File: config.mk
export PLATFORM = sky130hd
export DESIGN_NAME = acsp_front
export DESIGN_NICKNAME = d
export VERILOG_FILES = /design/src/acsp_pkg.sv /design/src/acsp_front.sv
export SDC_FILE = /design/constraint.sdc
export NUM_CORES = 1
export LEC_CHECK = 0
export ABC_AREA = 1
export BUFFER_PORTS_ARGS = -buffer_cell sky130_fd_sc_hd__buf_2
export CAP_MARGIN = 20
export CORE_ASPECT_RATIO = 1.2
export CORE_MARGIN = 10
export CORE_UTILIZATION = 48
export DETAILED_ROUTE_END_ITERATION = 16
export PLACE_DENSITY = 0.88
export SYNTH_ARGS = -nofsm -noshare
export SYNTH_HDL_FRONTEND = slang
export SYNTH_SLANG_ARGS = --single-unit
File: constraint.sdc
create_clock -name clk_i -period 3.25 [get_ports clk_i]
set_input_delay 0.1625 -clock clk_i [delete_from_list [all_inputs] [get_ports clk_i]]
set_output_delay 0.1625 -clock clk_i [all_outputs]
set_load 0.03 [all_outputs]
File: src/acsp_pkg.sv
// ----------------------------------------------------------------------------
// acsp_pkg
// Shared types and constants of the clip sample player.
// ----------------------------------------------------------------------------
package acsp_pkg;

  localparam int unsigned SrcDepth   = 65536;
  localparam int unsigned AddrW      = $clog2(SrcDepth);
  localparam int unsigned CntW       = AddrW + 1;
  localparam int unsigned DvdW       = 36;
  localparam int unsigned DivStages  = DvdW;
  localparam int unsigned FadeSteps  = 16;
  localparam int unsigned FifoDepth  = 2;
  localparam int unsigned FifoPtrW   = $clog2(FifoDepth);
  localparam int unsigned CfgIdxW    = 3;
  localparam int unsigned CfgDataW   = 32;

  localparam logic [14:0] RateMin     = 15'd1024;
  localparam logic [14:0] RateMax     = 15'd16384;
  localparam logic [14:0] RateUnityLo = 15'd4092;
  localparam logic [14:0] RateUnityHi = 15'd4100;
  localparam logic [15:0] GainMax     = 16'd32768;

  typedef enum logic [1:0] {
    REQ_LOAD   = 2'd0,
    REQ_RENDER = 2'd1,
    REQ_CLEAR  = 2'd2,
    REQ_NONE   = 2'd3
  } req_e;

  typedef enum logic [CfgIdxW-1:0] {
    CFG_CLIP_START   = 3'd0,
    CFG_CLIP_LENGTH  = 3'd1,
    CFG_CLIP_OFFSET  = 3'd2,
    CFG_FADE_IN_LEN  = 3'd3,
    CFG_FADE_OUT_LEN = 3'd4,
    CFG_GAIN_Q14     = 3'd5,
    CFG_RATE_Q12     = 3'd6,
    CFG_MODE_FLAGS   = 3'd7
  } cfg_idx_e;

  typedef enum logic [1:0] {
    KIND_LOAD   = 2'd0,
    KIND_RENDER = 2'd1,
    KIND_ZERO   = 2'd2
  } kind_e;

  typedef struct packed {
    logic [1:0]         req_type;
    logic [15:0]        load_index;
    logic signed [15:0] load_sample;
    logic [31:0]        timeline_pos;
  } in_t;

  typedef struct packed {
    logic signed [15:0] out_sample;
    logic               active;
  } out_t;

  typedef struct packed {
    logic [31:0] clip_start;
    logic [31:0] clip_length;
    logic [31:0] clip_offset;
    logic [31:0] fade_in_len;
    logic [31:0] fade_out_len;
    logic [15:0] gain_q14;
    logic [14:0] rate_q12;
    logic [1:0]  mode_flags;
  } cfg_t;

  typedef struct packed {
    kind_e              kind;
    logic [AddrW-1:0]   load_index;
    logic signed [15:0] load_sample;
    logic [31:0]        pin;
    logic [CntW-1:0]    cnt;
    logic               silent;
  } item_t;

endpackage

File: src/acsp_front.sv
// ----------------------------------------------------------------------------
// acsp_front
// Accepts requests, tracks the source length and classifies renders.
// ----------------------------------------------------------------------------
module acsp_front import acsp_pkg::*; (
  input  logic  clk_i,
  input  logic  rst_ni,
  input  logic  in_valid_i,
  output logic  in_ready_o,
  input  in_t   in_data_i,
  input  cfg_t  cfg_i,
  input  logic  full_i,
  output logic  push_o,
  output item_t item_o
);

  logic [CntW-1:0] cnt_q, cnt_d;
  logic            accept;
  logic [32:0]     end_pos;

  assign in_ready_o = ~full_i;
  assign accept     = in_valid_i & ~full_i;
  assign push_o     = accept;
  assign end_pos    = {1'b0, cfg_i.clip_start} + {1'b0, cfg_i.clip_length};

  always_comb begin
    cnt_d              = cnt_q;
    item_o.kind        = KIND_ZERO;
    item_o.load_index  = in_data_i.load_index;
    item_o.load_sample = in_data_i.load_sample;
    item_o.pin         = in_data_i.timeline_pos - cfg_i.clip_start;
    item_o.cnt         = cnt_q;
    item_o.silent      = 1'b1;
    unique case (req_e'(in_data_i.req_type))
      REQ_LOAD: begin
        item_o.kind = KIND_LOAD;
        if (accept && ({1'b0, in_data_i.load_index} >= cnt_q)) begin
          cnt_d = {1'b0, in_data_i.load_index} + CntW'(1);
        end
      end
      REQ_RENDER: begin
        item_o.kind   = KIND_RENDER;
        item_o.silent = ~cfg_i.mode_flags[0] || (cnt_q == '0) ||
                        (in_data_i.timeline_pos < cfg_i.clip_start) ||
                        ({1'b0, in_data_i.timeline_pos} >= end_pos);
      end
      REQ_CLEAR: begin
        if (accept) begin
          cnt_d = '0;
        end
      end
      REQ_NONE: begin
        item_o.kind = KIND_ZERO;
      end
    endcase
  end

  always_ff @(posedge clk_i or negedge rst_ni) begin
    if (!rst_ni) begin
      cnt_q <= '0;
    end else begin
      cnt_q <= cnt_d;
    end
  end

endmodule

## After elaboration in Yosys (flattened, before gate mapping)

Cells that the tools add are included.

- Bits of input ports: 263
- Output and inout port bits: 86
- Flip-flop bits (word level): 17
- Logic and storage cells: 27

- Eq/ne operators: 4
- Mux-type cells: 5
- Reduce and logical (&&, ||, !) cells: 8
- Bitwise logic cells: 3
- Add/sub/neg operators: 3
- Order comparisons: 3

Operators with widths:

| kind | number |
|---|---|
| $mux 17 | 2 |
| $pmux 17 s2 | 1 |
| $add 32x32->33 | 1 |
| $ge 32x33->1 | 1 |
| $lt 32x32->1 | 1 |
| $sub 32x32->32 | 1 |
| $add 16x1->17 const B | 1 |
| $ge 16x17->1 | 1 |
| $logic_not 17->1 | 1 |
| $ne 2x2->1 const B | 2 |
| $pmux 2 s2 | 1 |
| $logic_or 1x1->1 | 3 |
| $reduce_and 3->1 | 1 |
| $eq 2x1->1 const B | 1 |
| $eq 2x2->1 const B | 1 |
| $logic_not 2->1 | 1 |
| $not 1->1 | 2 |
| $reduce_bool 2->1 | 1 |
| $and 1x1->1 | 1 |
| $logic_and 1x1->1 | 1 |
| $mux 1 | 1 |

## Depth between registers and ports, before layout

- Depth in word-level cells: 5
- Mapped depth: 26
- Gate-level depth less buffers: 26

## Least setup slack after synthesis

Ideal clock, no wire load.

- Kind: input-to-output
- Start point: in cfg_i[129] (netlist name)
- End point: out item_o[0] (netlist name)
- Stages: 24
- Data arrival time: 2689 ps
- Required time: 3087 ps
- Slack: 399 ps
- Buffers on the path: 0
- Path through: ha_1 fa_1 nand2_1 nand3_1 and2_1 nand2_1 nand3_2 nand3_1 nand2_1 nand2_1 nand2_1 nand2_1 nand2_1 ha_1 nand2_1 inv_1 nand4_1 nor2_1 nand2_1 nand2_1 nand3_1 nand2_1 nor2_1 nand3_1

RTL lines:

| item | RTL line | source |
|---|---|---|
| from (decl) | acsp_front.sv:11 | `input cfg_t cfg_i,` |
| to (decl) | acsp_front.sv:14 | `output item_t item_o` |

==> results.tsv <==
metric	value	unit
synth_seq_area_share	6.30	%
core_area	0.0138	mm²
leakagePower	4.70	nW
startpoint_type	input pin	
ios	349	
fin_cells	1518	
worst_setup_path_end_kind	output port	
grt_pass1_vias	8112	
status	complete, no violations	
num_rows	47	
power.internal	1.13	mW
cap_viol_max_count	0	
viasPerCell	5.40	
dp_worst_setup_slack	-0.146	ns
layout.nets	1726	
gp_congestion	1.03	
cts_max_level	1	
synth_area_per_cell	5.83	µm²
top_regs	cnt_q (17)	
wl_per_cell	16.7	µm
root_buffer	clkbuf_16	
ys_ff_latch	17	
cts_tree	done	
synth_fp_nets	1536	
switching_power	1.44	mW
fin_area	0.00819	mm²
path_class	in2out	
clock_sinks	17	
ir_worst_vdd	0.000610	V
dpl.hpwl	22200	µm
clock-skew-final	0.00119	ns
cp.depth	23	
start_util	48.9	%
relSlewSlack	45.8	%
placedCellCount	1511	
hold_violations	0	
area_growth_syn_to_layout	21.3	%
antenna_cells	0	
drtIter0Drc	590	
post-route-period-util	96.3	%
max_freq	319	MHz
tightestPinTransition	0.812	ns
power_frac_clock	9.6	%
cts_buffers	3	
maxSlewViolCount	0	
antenna_found_initial	0	
cpMostUsedCell	nand2_1	
die_w	128	µm
overflow	0	
grt_first_pass_wirelength	39100	µm
cp.required	3.09	ns
vias	8190	
syn_area	0.00675	mm²
yosysWarnings	0	
drc	0	
fin_ws	0.120	ns
die-area	0.0192	mm²
netlist-cell-type-count	38	
power_frac_comb	78.2	%
syn_inst	1158	
p_per_area	314	mW/mm²
finalWirelength	25300	µm
r2r_cells	15	
cp_top_family	simple AND/OR/NAND/NOR gates	
finalSetupViolations	0	
crit_fanout	3	
grt_setup_unrepaired	yes	
holdCritPathClass	in2reg	
cts_max_path_buffers	2	
place_area	0.00786	mm²
top_register	cnt_q	
cp.arrival	2.97	ns
period_needed	3.13	ns
grt_usage	24.7	%
grt_max_degree	19	
fillers	1347	
drive_gt1_share	22.2	%
hold_depth	4	
largest_register_ffs	17	
clk_latency	0.25	ns
max_stage_delay	0.40	ns
critPathSlowestCell	fa_2	
switching_share	56.1	%
dieHeight	150	µm
crit_buf_inv	3	
seq_power_share	12.2	%
fin_hold_ws	0.245	ns
path_clk_slew	0.05	ns
drtPass1Iterations	5	
port_buffers	188	
worstPathCellList	buf_8, ha_4, fa_2, nand2_2, nand3_2, nand3_1, nand2_2, nand2_2, nand2_2, xnor2_1, ha_1, nand2_1, nor2_2, buf_4, nand2_1, nand2_1, nand2_1, nand4_1, nand2_1, nand2_1, nand2_1, nand3_2, buf_6	
antenna_left	0	
==> cells in the mapped netlist (all sizes together) <==
cell / n / area share (%)
o21a: 7 / 0.78
nor3: 16 / 1.5
dfrtp: 17 / 6.3
a21o: 8 / 0.89
o21ai: 50 / 4.0
xnor2: 19 / 2.5
and2: 1 / 0.093
inv: 196 / 11
clkbuf: 2 / 0.17
nor4: 10 / 0.93
nand4: 14 / 1.3
o211ai: 2 / 0.22
buf: 34 / 3.8
xor2: 32 / 4.2
and3: 2 / 0.19
a21boi: 4 / 0.44
a21oi: 90 / 6.8
a31oi: 5 / 0.46
ha: 113 / 21
o21bai: 7 / 0.78
nor2: 119 / 6.9
a211oi: 2 / 0.22
nand3b: 10 / 1.1
nand2: 331 / 19
nand3: 65 / 5.0
fa: 2 / 0.59
==> worst register-to-register path, delay by kind of cell (launching register included) <==
family,cells,cell delay [ns]
simple gates,13,1.28
flops,1,0.44
fa+ha+maj,1,0.29
buf+inv,1,0.08
==> metal layers <==
layer  vias up  global-route usage (%)  wire length, µm
li1       4093                       -                -
met1      3616                    28.4             9810
met2       398                    44.5            12300
met3        83                    3.36             2000
met4         0                    10.1             1190
met5         -                       0                0
==> cells in the final DEF (no fill, tap or decap), drive strengths merged <==
cell type    count
a211oi           2
ha             113
nand2          331
a21boi           4
buf            220
dfrtp           17
o21a             7
clkbuf           3
and3             2
o211ai           2
nor4            10
nor3            16
nand4           14
a21oi           90
o21ai           50
o21bai           7
nand3b          10
nand3           65
xor2            32
and2             1
xnor2           19
a21o             8
inv            196
clkinv           1
a31oi            5
dlygate4sd3      1
fa               2
nor2           119
==> stage by stage <==
stage / util, % / setup TNS (ns) / total power, mW
2_1_floorplan: - / 0 / 1.66
3_3_place_gp: 56.9 / -0.0931 / 2.21
3_5_place_dp: 56.9 / -0.146 / 2.24
4_1_cts: 57.7 / 0 / 2.50
5_1_grt: 59.3 / -0.103 / 2.79
6_report: 59.3 / 0 / 2.57
==> cell type report <==
cell class	count	area (µm²)	area share, %
Clock buffer	3	75.1	0.916
Clock inverter	1	5.00	0.0611
Inverter	196	736	8.98
Multi-Input combinational cell	909	5520	67.4
Sequential cell	17	425	5.19
Tap cell	171	214	2.61
Timing Repair Buffer	221	1210	14.8
==> path summary, 6_finish.rpt <==
check	from	to	slack [ns]
setup / recovery	cfg_i[161]	item_o[0]	0.12
hold / removal	in_data_i[65]	cnt_q[0]	0.25
setup reg to reg	cnt_q[4]	cnt_q[8]	1.05
hold reg to reg	cnt_q[1]	cnt_q[1]	0.52
max in group asynchronous	rst_ni	cnt_q[2]	2.61
min in group asynchronous	rst_ni	cnt_q[0]	0.37
==> cells by family after synthesis <==
| logic type | synth area share (%) |
|---|---|
| buffers and inverters | 14.9 |
| adders and majority gates | 21.5 |
| and+or+nand+nor | 36.0 |
| DFF | 6.30 |
| AOI/OAI and AO/OA | 14.6 |
| xor gates and xnor gates | 6.62 |
==> power by group through the flow <==
stage / logic (mW) / clock network (mW) / registers, mW
CTS: 1.94 / 0.250 / 0.311
finish: 2.01 / 0.248 / 0.314
detailed placement: 1.93 / 0 / 0.314
global route: 2.22 / 0.256 / 0.319
floorplan: 1.28 / 0 / 0.388
global placement: 1.90 / 0 / 0.314
==> timing repair <==
| item | CTS | global route |
|---|---|---|
| endpoints found under the setup margin | 1 | 1 |
| endpoints found under the hold margin | 17 | 0 |
| hold buffers | 1 | 0 |
| buffers inserted | 0 | 2 |
| resized for setup | 7 | 42 |
| pin swaps | 2 | 17 |
No activity file was read; power rests on OpenSTA's default activity.
