<file path="src/acsp_pkg.sv">
// ----------------------------------------------------------------------------
// acsp_pkg
// Shared types and constants of the clip sample player.
// ----------------------------------------------------------------------------
package acsp_pkg;

  localparam int unsigned SrcDepth   = 65536;
  localparam int unsigned AddrW      = $clog2(SrcDepth);
  localparam int unsigned CntW       = AddrW + 1;
  localparam int unsigned DvdW       = 36;
  localparam int unsigned DivStages  = DvdW;
  localparam int unsigned FadeSteps  = 16;
  localparam int unsigned FifoDepth  = 2;
  localparam int unsigned FifoPtrW   = $clog2(FifoDepth);
  localparam int unsigned CfgIdxW    = 3;
  localparam int unsigned CfgDataW   = 32;

  localparam logic [14:0] RateMin     = 15'd1024;
  localparam logic [14:0] RateMax     = 15'd16384;
  localparam logic [14:0] RateUnityLo = 15'd4092;
  localparam logic [14:0] RateUnityHi = 15'd4100;
  localparam logic [15:0] GainMax     = 16'd32768;

  typedef enum logic [1:0] {
    REQ_LOAD   = 2'd0,
    REQ_RENDER = 2'd1,
    REQ_CLEAR  = 2'd2,
    REQ_NONE   = 2'd3
  } req_e;

  typedef enum logic [CfgIdxW-1:0] {
    CFG_CLIP_START   = 3'd0,
    CFG_CLIP_LENGTH  = 3'd1,
    CFG_CLIP_OFFSET  = 3'd2,
    CFG_FADE_IN_LEN  = 3'd3,
    CFG_FADE_OUT_LEN = 3'd4,
    CFG_GAIN_Q14     = 3'd5,
    CFG_RATE_Q12     = 3'd6,
    CFG_MODE_FLAGS   = 3'd7
  } cfg_idx_e;

  typedef enum logic [1:0] {
    KIND_LOAD   = 2'd0,
    KIND_RENDER = 2'd1,
    KIND_ZERO   = 2'd2
  } kind_e;

  typedef struct packed {
    logic [1:0]         req_type;
    logic [15:0]        load_index;
    logic signed [15:0] load_sample;
    logic [31:0]        timeline_pos;
  } in_t;

  typedef struct packed {
    logic signed [15:0] out_sample;
    logic               active;
  } out_t;

  typedef struct packed {
    logic [31:0] clip_start;
    logic [31:0] clip_length;
    logic [31:0] clip_offset;
    logic [31:0] fade_in_len;
    logic [31:0] fade_out_len;
    logic [15:0] gain_q14;
    logic [14:0] rate_q12;
    logic [1:0]  mode_flags;
  } cfg_t;

  typedef struct packed {
    kind_e              kind;
    logic [AddrW-1:0]   load_index;
    logic signed [15:0] load_sample;
    logic [31:0]        pin;
    logic [CntW-1:0]    cnt;
    logic               silent;
  } item_t;

endpackage

</file>
<file path="src/acsp_fifo.sv">
// ----------------------------------------------------------------------------
// acsp_fifo
// Short request queue between the front and the back.
// ----------------------------------------------------------------------------
module acsp_fifo import acsp_pkg::*; (
  input  logic  clk_i,
  input  logic  rst_ni,
  input  logic  push_i,
  input  item_t data_i,
  input  logic  pop_i,
  output item_t data_o,
  output logic  full_o,
  output logic  valid_o
);

  item_t               mem_q [FifoDepth];
  logic [FifoPtrW-1:0] wr_q, rd_q;
  logic [FifoPtrW:0]   cnt_q;

  assign full_o  = (cnt_q == (FifoPtrW+1)'(FifoDepth));
  assign valid_o = (cnt_q != '0);
  assign data_o  = mem_q[rd_q];

  always_ff @(posedge clk_i) begin
    if (push_i) begin
      mem_q[wr_q] <= data_i;
    end
  end

  always_ff @(posedge clk_i or negedge rst_ni) begin
    if (!rst_ni) begin
      wr_q  <= '0;
      rd_q  <= '0;
      cnt_q <= '0;
    end else begin
      if (push_i) begin
        wr_q <= wr_q + FifoPtrW'(1);
      end
      if (pop_i) begin
        rd_q <= rd_q + FifoPtrW'(1);
      end
      cnt_q <= cnt_q + (FifoPtrW+1)'(push_i) - (FifoPtrW+1)'(pop_i);
    end
  end

endmodule

</file>
<file path="config.mk">
export PLATFORM = sky130hd
export DESIGN_NAME = acsp_fifo
export DESIGN_NICKNAME = d
export VERILOG_FILES = /design/src/acsp_pkg.sv /design/src/acsp_fifo.sv
export SDC_FILE = /design/constraint.sdc
export NUM_CORES = 1
export LEC_CHECK = 0
export ABC_AREA = 1
export BUFFER_PORTS_ARGS = -buffer_cell sky130_fd_sc_hd__buf_2
export CORE_MARGIN = 3
export CORE_UTILIZATION = 25
export CTS_CLUSTER_SIZE = 28
export DETAILED_ROUTE_END_ITERATION = 10
export PLACE_DENSITY = 0.45
export SYNTH_ARGS = -nofsm -noshare
export SYNTH_HDL_FRONTEND = slang
export SYNTH_SLANG_ARGS = --single-unit
</file>
<file path="constraint.sdc">
create_clock -name clk_i -period 5.1 [get_ports clk_i]
set_input_delay 0.765 -clock clk_i [delete_from_list [all_inputs] [get_ports clk_i]]
set_output_delay 0.765 -clock clk_i [all_outputs]
set_load 0.005 [all_outputs]
</file>
[After elaboration in Yosys (flattened, before gate mapping)]
Memory sizes are Yosys's and may differ from the RTL's.
Cells that the tools add are included.
Storage, ports and cells
  flip-flop bits (word level): 4
  latch bits: 0
  bits in writable memories: 168
  bits in read-only memories: 0
  input port bits: 88
  output and inout port bits: 86
  word-level logic and storage cells: 12
  memories: 1
Memory list
  mem_q: depth 2, width 84, rd ports 1, clocked after memory_dff 0, write ports 1, RTL line acsp_fifo.sv:16  | item_t mem_q [FifoDepth];
Cells by class
  add/subtract/negate cells: 4
  $mul: 0
  divide/modulo/power cells: 0
  magnitude comparators: 0
  eq/ne operators: 1
  shifts and indexed selects: 0
  mux-type cells: 2
  bitwise operators: 0
  reduce and logical (&&, ||, !) cells: 1
Operators by type and width (count)
  adder 1 bit (second input constant): 2
  adder 2 x 1 -> 2 bit: 1
  equality test 2 bit (second input constant): 1
  two-way mux 1 bit: 2
  nonzero test 2 bit: 1
  subtractor 2 x 1 -> 2 bit: 1

[Longest topological paths before layout]
Gate-level depths: netlist of the first run.
  depth after elaboration: 2
  gate-level depth with buffers: 7
  gate-level depth less buffers: 7

[Worst setup path after synthesis of the first run]
Ideal clock, no wire load.
  path kind: input port to flip-flop
  start: input push_i
  end: memory mem_q[0][0] in the netlist's numbering, enable pin
  setup time: 0.529 ns
  data arrival time: 4.323 ns
  required time: 4.571 ns
  path slack: 0.247 ns
  stages on the path: 2
  path through: inv_1 nor2_1
Between the ends
  cells in the longest elaborated chain, start to end: 2
RTL lines
  start: declaration: RTL line acsp_fifo.sv:8  | input logic push_i,
  two-way mux 1 bit: RTL line acsp_fifo.sv:25  | if (push_i) begin
  two-way mux 1 bit (not written as such): RTL line acsp_fifo.sv:26  | mem_q[wr_q] <= data_i;
  end: declaration: RTL line acsp_fifo.sv:16
No other way between the ends.

==> flow_metrics.tcl, run 1 <==
set metrics [dict create \
    status "completed" \
    synth_top_cell_area_share_pct 76.74 \
    vias 3875 \
    synthTopCellsByCount "edfxtp_1, inv_1, nand2_1" \
    clockPowerShare_pct 29.8 \
    drc 0 \
    drv_cap 0 \
    clockBufferDepth 2 \
    peakVddDrop_v 0.0002750 \
    min_period_ns 3.113 \
    power.leakage_nw 3.509 \
    synthesis.area_mm2 0.006574 \
    drive_above_1_share_pct 36.13 \
    cp.required_ns 4.34 \
    worst_setup_hold_path_clk_slew_ns 0.07 \
    io_pins 174 \
    clock_latency_ns 0.41 \
    dieArea_mm2 0.02828 \
    yosysMostFrequentCell "edfxtp_1" \
    cts_resized 0 \
    synth.net_count 554 \
    slew_headroom_pct 49.00 \
    final_hold_viol_count 0 \
    netSwitchingFraction_pct 30.96 \
    synth_top_family_by_area "buffers and inverters" \
    htree_levels 4 \
    synthCells 464 \
    cp-startpoint "rd_q" \
    synth_ff_type "edfxtp_1" \
    synth-simple-area-share_pct 5.386 \
    cp_top_family "flip-flops" \
    rsz0062_at_grt "no" \
    slew_viol_final 0 \
    clock_sinks 172 \
    grt_use_total_pct 9.549 \
    critical_path_class "flip-flop to primary output" \
    seqPwrFrac_pct 45.1 \
    synth.avg_cell_area_um2 14.17 \
    grt_pass1_vias 3999 \
    fin_nets 733 \
    antenna_left 0 \
    post_drt_via_cell_ratio 3.930 \
    cts-buffers-inserted 17 \
    cts_tree "yes" \
    die_w_um 168.2 \
    drt_iter0_markers 131 \
    synth_xor_area_share_pct 0.2665 \
    critPathCaptureType "primary output" \
    reg2reg_from "wr_q" \
    clock_skew_ns 0.005631 \
    period_share_pct 61.04 \
    setup_viol 0 \
    synth.area.top_cells "edfxtp_1, inv_1, nand2_1, o21ai_0, o21ai_2" \
    crit_fanout 72 \
    p_int_mw 3.100 \
    synthMuxAreaShare_pct 0 \
    synth_compound_area_share_pct 7.823 \
    slowest_delay_ns 0.92 \
    post-dp-hpwl_mm 9.132 \
    path_buf_inv 2 \
    p_total_mw 4.490 \
    tns_ns 0 \
    fmax_mhz 321.2 \
    grt_max_degree 73 \
    synth-seq-cells 172 \
    die_h_um 168.2 \
    clockRootBuffer "clkbuf_16" \
    hold_buffers 0 \
    register_area_mm2 0.005149 \
    synth_edf_count 168 \
    finalInstanceArea_mm2 0.008342 \
    min_path_type "input port to asynchronous set/reset pin" \
    post_dp_cell_area_mm2 0.007734 \
    antenna_found_initial 2 \
    rows 58 \
    routedWlPerCell_um 13.77 \
    grt_pass1_wl_mm 20.96 \
    powerDensity_mw_per_mm2 538.3 \
    slowest_stage "dfrtp_4" \
    cts_setup_buffers 0 \
    synthArstFlopShare_pct 2.326 \
    drt-total-wl_mm 13.57 \
    path_cells "buf_4 > o21ai_0 > buf_2" \
    yosysTopAreaCell "edfxtp_1" \
    antenna_cells 0 \
    ys_warn_count 0 \
    worst_pin_slew_ns 0.7651 \
    synth_fa_ha_area_share_pct 0.3807 \
    synth.distinct_cells 15 \
    p_comb_share_pct 25.1 \
    yosysSeqAreaShare_pct 78.26 \
    io_buffers 173 \
    multi_input_area_um2 918.4 \
    worstPathArrival_ns 2.35 \
    gp_congestion 0.7158 \
    cp-start-kind "flip-flop" \
    grt-ovfl-total 0 \
    core_area_mm2 0.02554 \
    syn_to_final_growth_pct 26.89 \
    n_fill_cell 2561 \
    postLayoutCoreUtil_pct 32.66 \
    p_sw_mw 1.390 \
    start_util_pct 25.73 \
    drt_pass1_iterations 4 \
]
-- sequential cells by signal (all words and copies together), names as in the netlist --
name and flops:
cnt_q 2, mem_q 168, wr_q 1, rd_q 1
-- power by group through the flow --
stage	registers (mW)	logic (mW)	clock network, mW
CTS	2.03	1.18	1.40
global route	2.06	1.29	1.45
detailed placement	2.06	1.17	0
floorplan	1.98	0.776	0
global placement	2.05	1.15	0
finish	2.02	1.13	1.34
-- routing by layer --
| layer | wire, µm | share of wire, % | up-vias | GRT usage (%) |
|---|---|---|---|---|
| met5 | 14 | 0.10 | - | 0 |
| met4 | 154 | 1.1 | 4 | 2.810 |
| met3 | 872 | 6.4 | 11 | 3.358 |
| met2 | 6715 | 49 | 108 | 16.40 |
| met1 | 5816 | 43 | 1825 | 11.32 |
| li1 | - | - | 1927 | - |
-- logic make-up after synthesis --
family	Yosys count
flops	172
fa+ha+maj	2
compound gates	84
buf+inv	110
simple gates	94
xor+xnor	2
-- area by class of cell --
cell class / count / area share [%]
Inverter: 91 / 4.110
Sequential cell: 172 / 61.72
Clock buffer: 17 / 5.100
Multi-Input combinational cell: 182 / 11.01
Timing Repair Buffer: 179 / 10.92
Tap cell: 330 / 4.950
Clock inverter: 15 / 2.190
-- final timing paths --
check / to / slack, ns / depth (start not counted)
setup reg to reg: mem_q[1][6] / 3.31 / 3
hold reg to reg: wr_q / 0.55 / 1
min in group clk_i: mem_q[1][20] / 0.54 / 1
setup / recovery: data_o[10] / 1.99 / 3
hold / removal: cnt_q[0] / 0.15 / 1
max in group asynchronous: rd_q / 4.81 / 1
-- per-stage QoR --
| step | setup WS [ns] | std cells | hold slack (ns) |
|---|---|---|---|
| finish | 1.987 | 986 | 0.1454 |
| floorplan | 0.2474 | 464 | 0.4634 |
| global placement | 2.388 | 954 | 0.5276 |
| CTS | 1.909 | 986 | 0.1199 |
| global route | 1.675 | 986 | 0.1210 |
| detailed placement | 2.377 | 954 | 0.5475 |
-- placed cells by master, fill, tap and decap left out, types with 3 or more instances in the layout --
master,count
o21ai_1,9
dfrtp_1,3
edfxtp_1,168
nand2_1,91
o21ai_2,25
o21ai_0,50
inv_6,5
buf_4,6
clkbuf_16,17
inv_1,90
buf_2,173
bufinv_16,3
(Power assumes the default switching activity.)
==> inputs of run 2 (changes only) <==
==> constraint.sdc (replaced) <==
create_clock -name clk_i -period 2.93 [get_ports clk_i]
set_input_delay 0.4395 -clock clk_i [delete_from_list [all_inputs] [get_ports clk_i]]
set_output_delay 0.4395 -clock clk_i [all_outputs]
set_load 0.005 [all_outputs]
==> flow_metrics.tcl, run 2 (synthesis gave the netlist of run 1 again) <==
set metrics [dict create \
    status "completed" \
    path_cells "buf_12 > nand2_1 > o21ai_0 > buf_2" \
    grt-ovfl-total 0 \
    grt_use_total_pct 9.719 \
    final_hold_viol_count 0 \
    crit_fanout 59 \
    multi_input_area_um2 918.4 \
    clock_skew_ns 0.01196 \
    peakVddDrop_v 0.0005073 \
    drt-total-wl_mm 13.63 \
    routedWlPerCell_um 13.74 \
    fmax_mhz 428.1 \
    drv_cap 0 \
    grt_pass1_wl_mm 21.34 \
    gp_congestion 0.7096 \
    clockRootBuffer "clkbuf_16" \
    powerDensity_mw_per_mm2 926.4 \
    reg_top3 "mem_q (168), cnt_q (2)" \
    postLayoutCoreUtil_pct 32.83 \
    cts_tree "yes" \
    clock_latency_ns 0.42 \
    power.leakage_nw 3.522 \
    slowest_stage "dfrtp_4" \
    post-dp-hpwl_mm 9.333 \
    io_pins 174 \
    largest_reg_flops 168 \
    fin_nets 739 \
    mostFrequentLayoutCells "buf_2, edfxtp_1, nand2_1, inv_1, o21ai_0" \
    vias 3851 \
    drive_above_1_share_pct 36.40 \
    clockBufferDepth 2 \
    netSwitchingFraction_pct 31.59 \
    period_share_pct 79.71 \
    cts_setup_buffers 0 \
    rows 58 \
    p_total_mw 7.769 \
    rsz0062_at_grt "no" \
    worstPathArrival_ns 1.90 \
    syn_to_final_growth_pct 27.58 \
    clockPowerShare_pct 28.2 \
    slew_headroom_pct 61.87 \
    worst_setup_hold_path_clk_slew_ns 0.07 \
    p_int_mw 5.315 \
    dieArea_mm2 0.02828 \
    drc 0 \
    min_period_ns 2.336 \
    die_h_um 168.2 \
    grt_pass1_vias 3929 \
    setup_viol 0 \
    drt_pass1_iterations 4 \
    antenna_left 0 \
    die_w_um 168.2 \
    tns_ns 0 \
    start_util_pct 25.73 \
    worst_pin_slew_ns 0.5706 \
    core_area_mm2 0.02554 \
    antenna_cells 0 \
    critPathCaptureType "primary output" \
    critical_path_class "flip-flop to primary output" \
    slowest_delay_ns 0.78 \
    n_fill_cell 2578 \
    p_comb_share_pct 27.1 \
    post_drt_via_cell_ratio 3.882 \
    drt_iter0_markers 222 \
    io_buffers 173 \
    cts-buffers-inserted 17 \
    cp.required_ns 2.49 \
    grt_max_degree 60 \
    min_path_type "input port to flip-flop" \
    register_area_mm2 0.005149 \
    slew_viol_final 0 \
    htree_levels 4 \
    cp-start-kind "flip-flop" \
    clock_sinks 172 \
    seqPwrFrac_pct 44.7 \
    final_common_cell "buf_2" \
    top_register "mem_q" \
    antenna_found_initial 1 \
    p_sw_mw 2.454 \
]
==> run 2: worst paths after layout <==
check | startpoint | endpoint | slack, ns | depth (start not counted)
worst max-delay path | rd_q | data_o[27] | 0.59 | 4
worst min-delay path | data_i[10] | mem_q[1][10] | 0.21 | 1
worst max register to register | wr_q | mem_q[0][54] | 1.22 | 2
worst min register to register | wr_q | wr_q | 0.55 | 1
max in group asynchronous | rst_ni | rd_q | 2.46 | 2
min in group asynchronous | rst_ni | cnt_q[0] | 0.34 | 2
==> run 2: critical path, delay by kind of cell, from the launching register on <==
kind                   cells  cell delay, ns
buffers and inverters      2            0.47
AND/OR/NAND/NOR            1            0.08
flip-flops                 1            0.78
AO/OA/AOI/OAI              1            0.12
==> run 2: layer usage <==
| metal | GRT usage [%] | wire length [µm] |
|---|---|---|
| met3 | 3.545 | 884 |
| met4 | 2.882 | 132 |
| met1 | 12.15 | 6065 |
| met2 | 15.86 | 6523 |
| met5 | 0 | 20 |
==> run 2: power groups by stage <==
stage	Combinational (mW)	Sequential [mW]	Clock, mW
after floorplan	1.35	3.43	0
after global placement	2.16	3.53	0
after detailed placement	2.19	3.54	0
after CTS	2.19	3.49	2.27
after global routing	2.41	3.53	2.38
final	2.10	3.48	2.19
==> run 2: stage by stage <==
| step | std cells | instance area (µm²) | worst slack, ns | hold slack, ns |
|---|---|---|---|---|
| 3_3_place_gp | 959 | 7810 | 0.9290 | 0.2481 |
| 5_1_grt | 992 | 8387 | 0.3823 | 0.1787 |
| 3_5_place_dp | 959 | 7810 | 0.9577 | 0.2540 |
| 2_1_floorplan | 464 | 6581 | 0.3698 | 0.1439 |
| 6_report | 992 | 8387 | 0.5944 | 0.2061 |
| 4_1_cts | 992 | 8387 | 0.4907 | 0.1762 |
==> run 2: layout make-up <==
cell class / instances / area share (%)
sequential: 172 / 61.39
timing repair buffer: 185 / 11.88
multi-input combinational: 182 / 10.95
clock buffer: 19 / 5.162
tap: 330 / 4.923
inverter: 91 / 4.103
clock inverter: 13 / 1.596
==> run 2: timing repair <==
action / CTS / global route
resized for setup: 0 / 0
hold buffers: 1 / 0
hold endpoints to repair: 4 / 0
